`config.mk`:
```
export PLATFORM = sky130hd
export DESIGN_NAME = cfc_cell
export DESIGN_NICKNAME = d
export VERILOG_FILES = /design/src/cfc_pkg.sv /design/src/cfc_cell.sv
export SDC_FILE = /design/constraint.sdc
export NUM_CORES = 1
export LEC_CHECK = 0
export ABC_AREA = 1
export BUFFER_PORTS_ARGS = -buffer_cell sky130_fd_sc_hd__buf_2
export CORE_MARGIN = 2
export CORE_UTILIZATION = 57
export DETAILED_ROUTE_END_ITERATION = 6
export GPL_TIMING_DRIVEN = 0
export PLACE_DENSITY_LB_ADDON = 0.2
export SLEW_MARGIN = 20
export SYNTH_ARGS = -nofsm -noshare
export SYNTH_HDL_FRONTEND = slang
export SYNTH_SLANG_ARGS = --single-unit
export TNS_END_PERCENT = 20
```
`constraint.sdc`:
```
create_clock -name aclk -period 5.5 [get_ports aclk]
set_input_delay 0.55 -clock aclk [delete_from_list [all_inputs] [get_ports aclk]]
set_output_delay 0.55 -clock aclk [all_outputs]
set_load 0.1 [all_outputs]
```
`src/cfc_pkg.sv`:
```
// Shared types and constants for the causal FIR convolver.
package cfc_pkg;

    localparam int SAMPLE_W = 16;   // Q4.12 sample
    localparam int TAP_W    = 16;   // Q1.15 coefficient
    localparam int PROD_W   = SAMPLE_W + TAP_W;  // Q5.27 product
    localparam int IDX_W    = 5;
    localparam int OUT_W    = 32;   // Q20.12 result
    localparam int WIDE_W   = 48;   // rounding / saturation width
    localparam int FRAC_DROP = 15;  // Q5.27 -> Q20.12

    localparam logic REQ_SAMPLE = 1'b0;
    localparam logic REQ_LOAD   = 1'b1;

    // per-cell control, broadcast down the row
    typedef struct packed {
        logic shift;    // move delay line one cell
        logic clear;    // zero the delay line (series start)
        logic tap_we;   // write this cell's coefficient
    } cell_ctrl_t;

endpackage

```
`src/cfc_cell.sv`:
```
// One FIR cell: a delay-line stage, its coefficient, and a multiply-accumulate stage.
module cfc_cell
    import cfc_pkg::*;
#(
    parameter int ACC_W = 38
) (
    input  logic                       aclk,
    input  logic                       aresetn,
    input  cell_ctrl_t                 ctrl,
    input  logic signed [TAP_W-1:0]    tap_value,
    input  logic signed [SAMPLE_W-1:0] sample_in,
    output logic signed [SAMPLE_W-1:0] sample_out,
    input  logic signed [ACC_W-1:0]    acc_in,
    output logic signed [ACC_W-1:0]    acc_out
);

    logic signed [SAMPLE_W-1:0] sample_reg, sample_next;
    logic signed [TAP_W-1:0]    tap_reg, tap_next;
    logic signed [ACC_W-1:0]    acc_reg, acc_next;
    logic signed [PROD_W-1:0]   product;

    always_comb begin
        sample_next = sample_reg;
        if (ctrl.shift) begin
            sample_next = sample_in;
        end else if (ctrl.clear) begin
            sample_next = '0;
        end
        tap_next = ctrl.tap_we ? tap_value : tap_reg;
        product  = sample_reg * tap_reg;
        acc_next = acc_in + ACC_W'(product);
    end

    always_ff @(posedge aclk) begin
        if (!aresetn) begin
            sample_reg <= '0;
            tap_reg    <= '0;
        end else begin
            sample_reg <= sample_next;
            tap_reg    <= tap_next;
        end
    end

    // partial sum moves one cell per cycle
    always_ff @(posedge aclk) begin
        acc_reg <= acc_next;
    end

    assign sample_out = sample_reg;
    assign acc_out    = acc_reg;

endmodule

```
==> key figures, run 1 <==
Synthesis
  – Post-synthesis simple-gate area fraction: 17.8%
  – Yosys reg bits: 70
  – Fraction of synthesized cell area in xor and xnor cells: 1.13%
  – Netlist area before placement: about 0.015 mm^2
  – Distinct cell type count after synthesis: 34
  – Mean instance size in the synthesized netlist: about 7.9 um^2
  – Adder-Cell Fraction of Synth Area: 53.0%
  – Net count of the mapped netlist: between 2000 and 2500
  – Yosys warnings: 0
  – Sequential-to-total area share from yosys stat: a little under a tenth
  – Synth area leader: sky130_fd_sc_hd__fa_1
  – Post-synth top flop: sky130_fd_sc_hd__dfxtp_1
  – Area fraction in compound gates after synthesis: between 3 and 4%
  – Proportion of register bits with asynchronous set or reset after synthesis: 0%
  – Top cells by area, synth: sky130_fd_sc_hd__fa_1 (44%), sky130_fd_sc_hd__inv_1 (13%), sky130_fd_sc_hd__nand2_1 (12%), sky130_fd_sc_hd__dfxtp_1 (9.5%), sky130_fd_sc_hd__ha_1 (9.4%)
  – Share of Yosys cell area claimed by the top area cell type: a little over two fifths
  – Post-Synthesis Cells: approximately 1900
  – Post-synthesis mux area share: 0%
  – Post-synth EDFFs: 0
  – Combinational family with the most area after synthesis: adder cells

Critical path
  – Slowest stage cell on the critical path: sky130_fd_sc_hd__fa_2
  – Critical path's most frequent cell: sky130_fd_sc_hd__fa_2
  – CP cell instances: clkbuf_16 -> nand2_1 -> inv_2 -> fa_2 -> fa_2 -> buf_4 -> fa_2 -> inv_4 -> fa_2 -> inv_1 -> fa_1 -> inv_1 -> fa_1 -> inv_1 -> ha_4 -> nand2_2 -> nor3_2 -> nand2_2 -> nor2_4 -> nand3_2 -> nand4_1 -> nand2_1
  – Data required time of the worst path: around 5.7 ns
  – Delay of the slowest critical-path stage: 0.63 ns
  – Critical Setup Path Class: reg2reg
  – Data arrival time at the worst-slack endpoint: 5.81 ns
  – Element type at the critical path end: register
  – CP startpoint kind: register
  – Critical path peak fanout: 7

Floorplanning
  – Die span in y: between 150 and 200 um
  – Top Ports: about 130
  – Starting density of the core: 58.3%
  – Overall die width: roughly 170 um
  – Std-Cell Core Area: 0.0253 mm^2
  – Number of core rows: 58
  – Overall die area: 0.0272 mm^2

Global route
  – Number of antenna violations at the first check in global routing: 0
  – Maximum number of pins on one net before global-route repair: 23
  – Met2 global-route usage: between 50% and 60%
  – Via count of the first global-routing pass: approximately 13000
  – Overflow left after global routing: 0
  – Global-route usage over all layers: a little under a third
  – Most Used Layer, Global Route: met2
  – GRT met1 Usage: between 30% and 40%
  – Met3 track demand over resource in global routing: about 4.7%
  – Wire length of the first global-routing pass: 62300 um

STA
  – Max-slew violation count: 0
  – Setup repair after global routing missed its margin: yes
  – Timing-limited maximum frequency: approximately 0.18 GHz
  – Number of setup violations in the final report: 8
  – Time the worst path needs with I/O delays and setup: roughly 5.6 ns
  – Headroom to the max-slew limit: approximately three fifths
  – Fin crit share: 101%
  – Actual transition at the worst max-transition pin: 0.625 ns
  – Final hold slack: ~0.43 ns
  – Setup WS post-layout: -0.0711 ns
  – Largest clock skew in the final design: approximately 0.0098 ns
  – Endpoints failing hold: 0

CTS
  – Reg clk slew, reported paths: 0.07 ns
  – Clock tree buffer depth: 2
  – Clock tree from TritonCTS: yes
  – Master cell of the clock root buffer: sky130_fd_sc_hd__clkbuf_16
  – Total CTS buffers: 9
  – Cts-stage hold buffer count: 0
  – Clock Sinks: 70
  – Clk_lat worst skew: around 0.35 ns
  – H-tree levels: 3

Detailed routing
  – Number of search-and-repair iterations in the first detailed-routing pass: 6
  – Post-route antenna net violation count: 0
  – Count of routing violations after the opening detailed-route iteration: roughly 840
  – Sum of routed wire length over all layers: between 30000 and 40000 um
  – Residual DRC count: 0
  – Vias after detailed routing: ~12000
  – Detailed-route wire length per cell: 16.5 um
  – DR vias/cell: 5.15

Finish
  – Fraction of final layout cells with drive strength greater than 1: between 10% and 20%
  – Post-layout utilization of the core: between 60% and 70%
  – Area overhead of the layout relative to synthesis: 16.6%
  – Final layout net count: roughly 2500
  – Diodes inserted: 0
  – Max FFs per register: 38

Outcome
  – Result of the run: finished, violations left
  – Violations in the final reports: negative setup slack

Job
  – Max cap viols: 0

Placement
  – Dpl ws: -0.848 ns
  – Placer's final routability congestion estimate: 0.972
  – HPWL after detailed placement: about 32000 um
  – Number of I/O port buffers: between 100 and 150

Hold path
  – Worst Hold Class: in2reg

Power and ir drop
  – Cell leakage power: a little under 10 nW
  – Power density over cell area: ~390 mW/mm^2
  – Max IR drop VDD: between 500 and 600 uV
==> synthesized netlist by cell type (4+ instances only) <==
library cell               number
sky130_fd_sc_hd__inv_1        530
sky130_fd_sc_hd__nand2_1      480
sky130_fd_sc_hd__fa_1         322
sky130_fd_sc_hd__ha_1         111
sky130_fd_sc_hd__nor2_1        96
sky130_fd_sc_hd__dfxtp_1       70
sky130_fd_sc_hd__clkbuf_1      66
sky130_fd_sc_hd__a21oi_1       46
sky130_fd_sc_hd__nand3_1       34
sky130_fd_sc_hd__o21ai_0       22
sky130_fd_sc_hd__xor2_1        17
sky130_fd_sc_hd__nor2_2         8
sky130_fd_sc_hd__nand2_2        7
sky130_fd_sc_hd__nand4_1        7
sky130_fd_sc_hd__o21bai_1       7
sky130_fd_sc_hd__nor3_1         6
sky130_fd_sc_hd__or2_2          5
sky130_fd_sc_hd__a21o_1         4
sky130_fd_sc_hd__inv_2          4
==> layer usage <==
metal	part of all wire [%]	vias to the layer above
met5	0	-
met4	4.3	0
met3	7.7	107
met2	49	474
met1	39	5911
li1	-	5558
==> cells by family (layout without fill, tap and decap cells) <==
family                     Yosys count  count (layout)
buffers and inverters              606             749
and+or+nand+nor                    655             655
AOI/OAI and AO/OA                   84              84
DFF                                 70              70
xor gates and xnor gates            19              19
adders and majority gates          433             433
==> where the power goes <==
group          total (mW)  leakage (nW)  internal, mW  switching [mW]
Combinational        5.25          9.02          1.73            3.52
Sequential          0.755         0.602         0.676          0.0785
Clock               0.655         0.156         0.411           0.244
==> path summary, 6_finish.rpt <==
path / from / endpoint / slack, ns / cells past startpoint
worst min-delay path: acc_in[0] / acc_out[0]$_DFF_P_ / 0.43 / 2
worst max-delay path: sample_out[15]$_SDFFE_PN0P_ / acc_out[36]$_DFF_P_ / -0.07 / 22
worst max register to register: sample_out[15]$_SDFFE_PN0P_ / acc_out[36]$_DFF_P_ / -0.07 / 22
worst min register to register: sample_out[6]$_SDFFE_PN0P_ / sample_out[6]$_SDFFE_PN0P_ / 0.51 / 2
==> worst max-delay path, delay by kind of cell (launching register included) <==
kind | cells | cell delay, ns
DFF | 1 | 0.40
adders and majority gates | 7 | 3.48
buffers and inverters | 7 | 0.65
and+or+nand+nor | 8 | 0.91
==> cell usage in the layout, fill, tap and decap left out, types with 12 or more instances in the layout <==
| cell type | instances |
|---|---|
| sky130_fd_sc_hd__inv_1 | 514 |
| sky130_fd_sc_hd__nand3_1 | 30 |
| sky130_fd_sc_hd__o21ai_0 | 20 |
| sky130_fd_sc_hd__nand2_2 | 26 |
| sky130_fd_sc_hd__buf_4 | 31 |
| sky130_fd_sc_hd__nor2_1 | 85 |
| sky130_fd_sc_hd__nand2_1 | 451 |
| sky130_fd_sc_hd__xor2_1 | 17 |
| sky130_fd_sc_hd__fa_1 | 313 |
| sky130_fd_sc_hd__a21oi_1 | 30 |
| sky130_fd_sc_hd__dfxtp_4 | 22 |
| sky130_fd_sc_hd__a21oi_2 | 15 |
| sky130_fd_sc_hd__ha_1 | 90 |
| sky130_fd_sc_hd__inv_2 | 16 |
| sky130_fd_sc_hd__nor2_4 | 12 |
| sky130_fd_sc_hd__ha_4 | 18 |
| sky130_fd_sc_hd__buf_2 | 129 |
| sky130_fd_sc_hd__dfxtp_1 | 41 |
==> what timing repair did <==
action	4_1_cts	5_1_grt
pin swaps	20	44
cloned	1	1
buffers inserted	12	16
endpoints found under the setup margin	27	26
gates resized for setup	132	128
==> cell type report <==
class / count / area, um^2
buffer: 40 / 348
clock buffer: 11 / 243
clock inverter: 5 / 82.6
fill: 2080 / 8100
inverter: 536 / 2030
multi-input combinational: 1191 / 11700
sequential: 70 / 1490
tap: 330 / 413
timing repair buffer: 156 / 888
timing repair inverter: 1 / 7.51
==> per-stage QoR <==
stage	power [mW]	TNS (ns)	instance area, um^2	instances
6_report	6.66	-0.219	17200	2340
5_1_grt	7.17	-3.32	17200	2340
4_1_cts	6.00	-0.0282	16600	2323
3_5_place_dp	4.98	-16.21	15900	2324
3_3_place_gp	4.94	-15.07	15900	2324
2_1_floorplan	4.06	-0.0524	14900	1867
Note: power is estimated with default switching activity, not from simulation.
==> run 2: changes to the inputs <==
- CELL_PAD_IN_SITES_DETAIL_PLACEMENT: unset -> 2
- CELL_PAD_IN_SITES_GLOBAL_PLACEMENT: unset -> 2
- CORE_UTILIZATION: 57 -> 34
==> key figures, run 2 (synthesis results as in run 1) <==
Power and ir drop
  – Part of the total power dissipated in the clock network: under 10%
  – Net switching power: roughly 4.4 mW
  – Fraction of power consumed by combinational cells: between 80% and 90%
  – Power density over cell area: roughly 410 mW/mm^2
  – Max IR drop VDD: roughly 500 uV
  – Internal power component: 3.10 mW
  – Cell leakage power: just over 10 nW
  – Sw Ratio: around three fifths
  – Share of power burned in registers: between 10% and 20%

Critical path
  – Reg2Reg Launch Point: sample_out[15]$_SDFFE_PN0P_
  – Data required time of the worst path: 5.78 ns
  – Delay of the slowest critical-path stage: approximately 0.61 ns
  – Count of buffer and inverter cells on the critical path: 8
  – Critical path peak fanout: 7
  – Critical Path Start: sample_out[15]$_SDFFE_PN0P_
  – Worst-case register-to-register setup slack: -0.25 ns
  – Top cell family by delay on the critical path: adder cells
  – Path depth of the worst reg2reg path: 25
  – Path length in cells of the critical path: 25
  – Data arrival time at the worst-slack endpoint: 6.03 ns
  – Critical path's most frequent cell: sky130_fd_sc_hd__inv_1
  – Element type at the critical path end: register
  – Endpoint of the worst register-to-register path: acc_out[34]$_DFF_P_
  – Slowest stage cell on the critical path: sky130_fd_sc_hd__fa_2
  – CP startpoint kind: register
  – Critical Setup Path Class: reg2reg

CTS
  – H-tree levels: 3
  – Clock tree from TritonCTS: yes
  – Total CTS buffers: 9
  – Cts-stage hold buffer count: 0
  – Clk_lat worst skew: 0.39 ns
  – Master cell of the clock root buffer: sky130_fd_sc_hd__clkbuf_16
  – Clock Sinks: 70
  – Clock tree buffer depth: 2
  – Reg clk slew, reported paths: 0.07 ns

Floorplanning
  – Overall die area: between 0.04 and 0.05 mm^2
  – Top Ports: 129
  – Std-Cell Core Area: 0.0430 mm^2
  – Number of core rows: 76
  – Overall die width: 212 um
  – Starting density of the core: approximately 34%
  – Die span in y: ~210 um

Hold path
  – Startpoint of the worst hold path: acc_in[0]
  – Number of cells on the worst hold path: 2
  – Worst Hold Class: in2reg
  – Hold path endpoint: acc_out[0]$_DFF_P_

Detailed routing
  – Detailed-route wire length per cell: approximately 22 um
  – DR vias/cell: roughly 4.7
  – Residual DRC count: 0
  – Vias after detailed routing: between 10000 and 15000
  – Count of routing violations after the opening detailed-route iteration: ~470
  – Sum of routed wire length over all layers: 57300 um
  – Number of search-and-repair iterations in the first detailed-routing pass: 4
  – Post-route antenna net violation count: 0

STA
  – Endpoints failing hold: 0
  – Actual transition at the worst max-transition pin: about 0.69 ns
  – Headroom to the max-slew limit: between 50% and 60%
  – Timing-limited maximum frequency: 0.174 GHz
  – Time the worst path needs with I/O delays and setup: 5.75 ns
  – Largest clock skew in the final design: 0.00941 ns
  – Max-slew violation count: 0
  – Setup WS post-layout: -0.246 ns
  – Number of setup violations in the final report: 17
  – Fin crit share: 104%
  – Setup repair after global routing missed its margin: yes
  – Final hold slack: between 0.3 and 0.4 ns

Global route
  – Via count of the first global-routing pass: approximately 15000
  – Wire length of the first global-routing pass: 86600 um
  – Maximum number of pins on one net before global-route repair: 23
  – Number of antenna violations at the first check in global routing: 0
  – Overflow left after global routing: 0
  – Global-route usage over all layers: roughly a quarter

Outcome
  – Violations in the final reports: negative setup slack
  – Result of the run: finished, violations left

Finish
  – Area overhead of the layout relative to synthesis: 24.6%
  – Top library cells by usage in the layout, fill and taps aside: sky130_fd_sc_hd__inv_1 (508), sky130_fd_sc_hd__nand2_1 (433), sky130_fd_sc_hd__fa_1 (301), sky130_fd_sc_hd__buf_2 (129), sky130_fd_sc_hd__ha_1 (82)
  – Diodes inserted: 0
  – Final layout net count: approximately 2600
  – Most frequent standard cell in the layout excluding fill and tap cells: sky130_fd_sc_hd__inv_1
  – Post-route cell area: around 0.018 mm^2
  – Max FFs per register: 38
  – Fraction of final layout cells with drive strength greater than 1: 23.8%

Placement
  – Total cell area at the placement stage: about 0.016 mm^2
  – Number of I/O port buffers: roughly 130
  – Placer's final routability congestion estimate: 0.888
  – HPWL after detailed placement: ~45000 um

Job
  – Max cap viols: 0
-- run 2: cell count changes in the layout (fill, tap and decap cells not counted), sizes merged --
cell      delta
buf         +42
clkbuf       +3
clkinv       +1
clkinvlp     +1
inv          -1
-- run 2: worst reg2reg max path, delay by kind of cell, from the launching register on --
family	cells	cell delay, ns
DFF	1	0.40
and+or+nand+nor	9	0.82
buffers and inverters	8	0.77
adders and majority gates	7	3.43
AOI/OAI and AO/OA	1	0.22
-- run 2: power groups by stage --
stage          Sequential [mW]  Clock [mW]  Combinational (mW)
2_1_floorplan             1.72           0                2.34
3_3_place_gp             0.719           0                4.61
3_5_place_dp             0.724           0                4.70
4_1_cts                  0.761       0.708                5.61
5_1_grt                  0.766       0.722                6.55
6_report                 0.753       0.686                6.03
-- run 2: timing repair --
| action | CTS | global route |
|---|---|---|
| setup buffers | 33 | 40 |
| gates cloned | 1 | 1 |
| endpoints found under the setup margin | 29 | 26 |
| gates resized for setup | 259 | 110 |
| pin swaps | 39 | 67 |
-- run 2: layout make-up --
| cell class | instances | area (um^2) |
|---|---|---|
| buffer | 41 | 497 |
| multi-input combinational | 1191 | 12000 |
| tap | 585 | 732 |
| fill | 4881 | 24600 |
| inverter | 536 | 2030 |
| timing repair inverter | 1 | 5.00 |
| clock buffer | 10 | 239 |
| timing repair buffer | 201 | 1280 |
| clock inverter | 6 | 93.8 |
| sequential | 70 | 1510 |
-- run 2: metrics by stage --
| step | setup TNS [ns] | cells | power, mW | util (%) | setup slack (ns) |
|---|---|---|---|---|---|
| 4_1_cts | -3.35 | 2601 | 7.07 | 41.3 | -0.256 |
| 6_report | -2.33 | 2641 | 7.47 | 42.8 | -0.246 |
| 3_5_place_dp | -26.25 | 2579 | 5.43 | 37.8 | -1.35 |
| 3_3_place_gp | -23.76 | 2579 | 5.33 | 37.8 | -1.22 |
| 5_1_grt | -6.16 | 2641 | 8.04 | 42.8 | -0.450 |
| 2_1_floorplan | -0.0524 | 1867 | 4.06 | - | -0.0134 |
-- run 2: how the worst max path moves through the flow --
stage                          end  slack [ns]
6_report       acc_out[34]$_DFF_P_       -0.25
5_1_grt        acc_out[34]$_DFF_P_       -0.45
4_1_cts        acc_out[25]$_DFF_P_       -0.26
3_5_place_dp   acc_out[37]$_DFF_P_       -1.35
3_3_place_gp   acc_out[37]$_DFF_P_       -1.22
2_1_floorplan  acc_out[29]$_DFF_P_       -0.01
-- run 2: routing by layer --
metal  vias to the layer above  part of all wire [%]  routed length (um)  GRT usage (%)
met5                         -                     0                   0              0
met4                         0                   3.6                2070           9.79
met3                        77                   2.7                1540           3.26
met2                       196                    53               30600           48.7
met1                      6483                    40               23100           31.1
li1                       5644                     -                   -              -
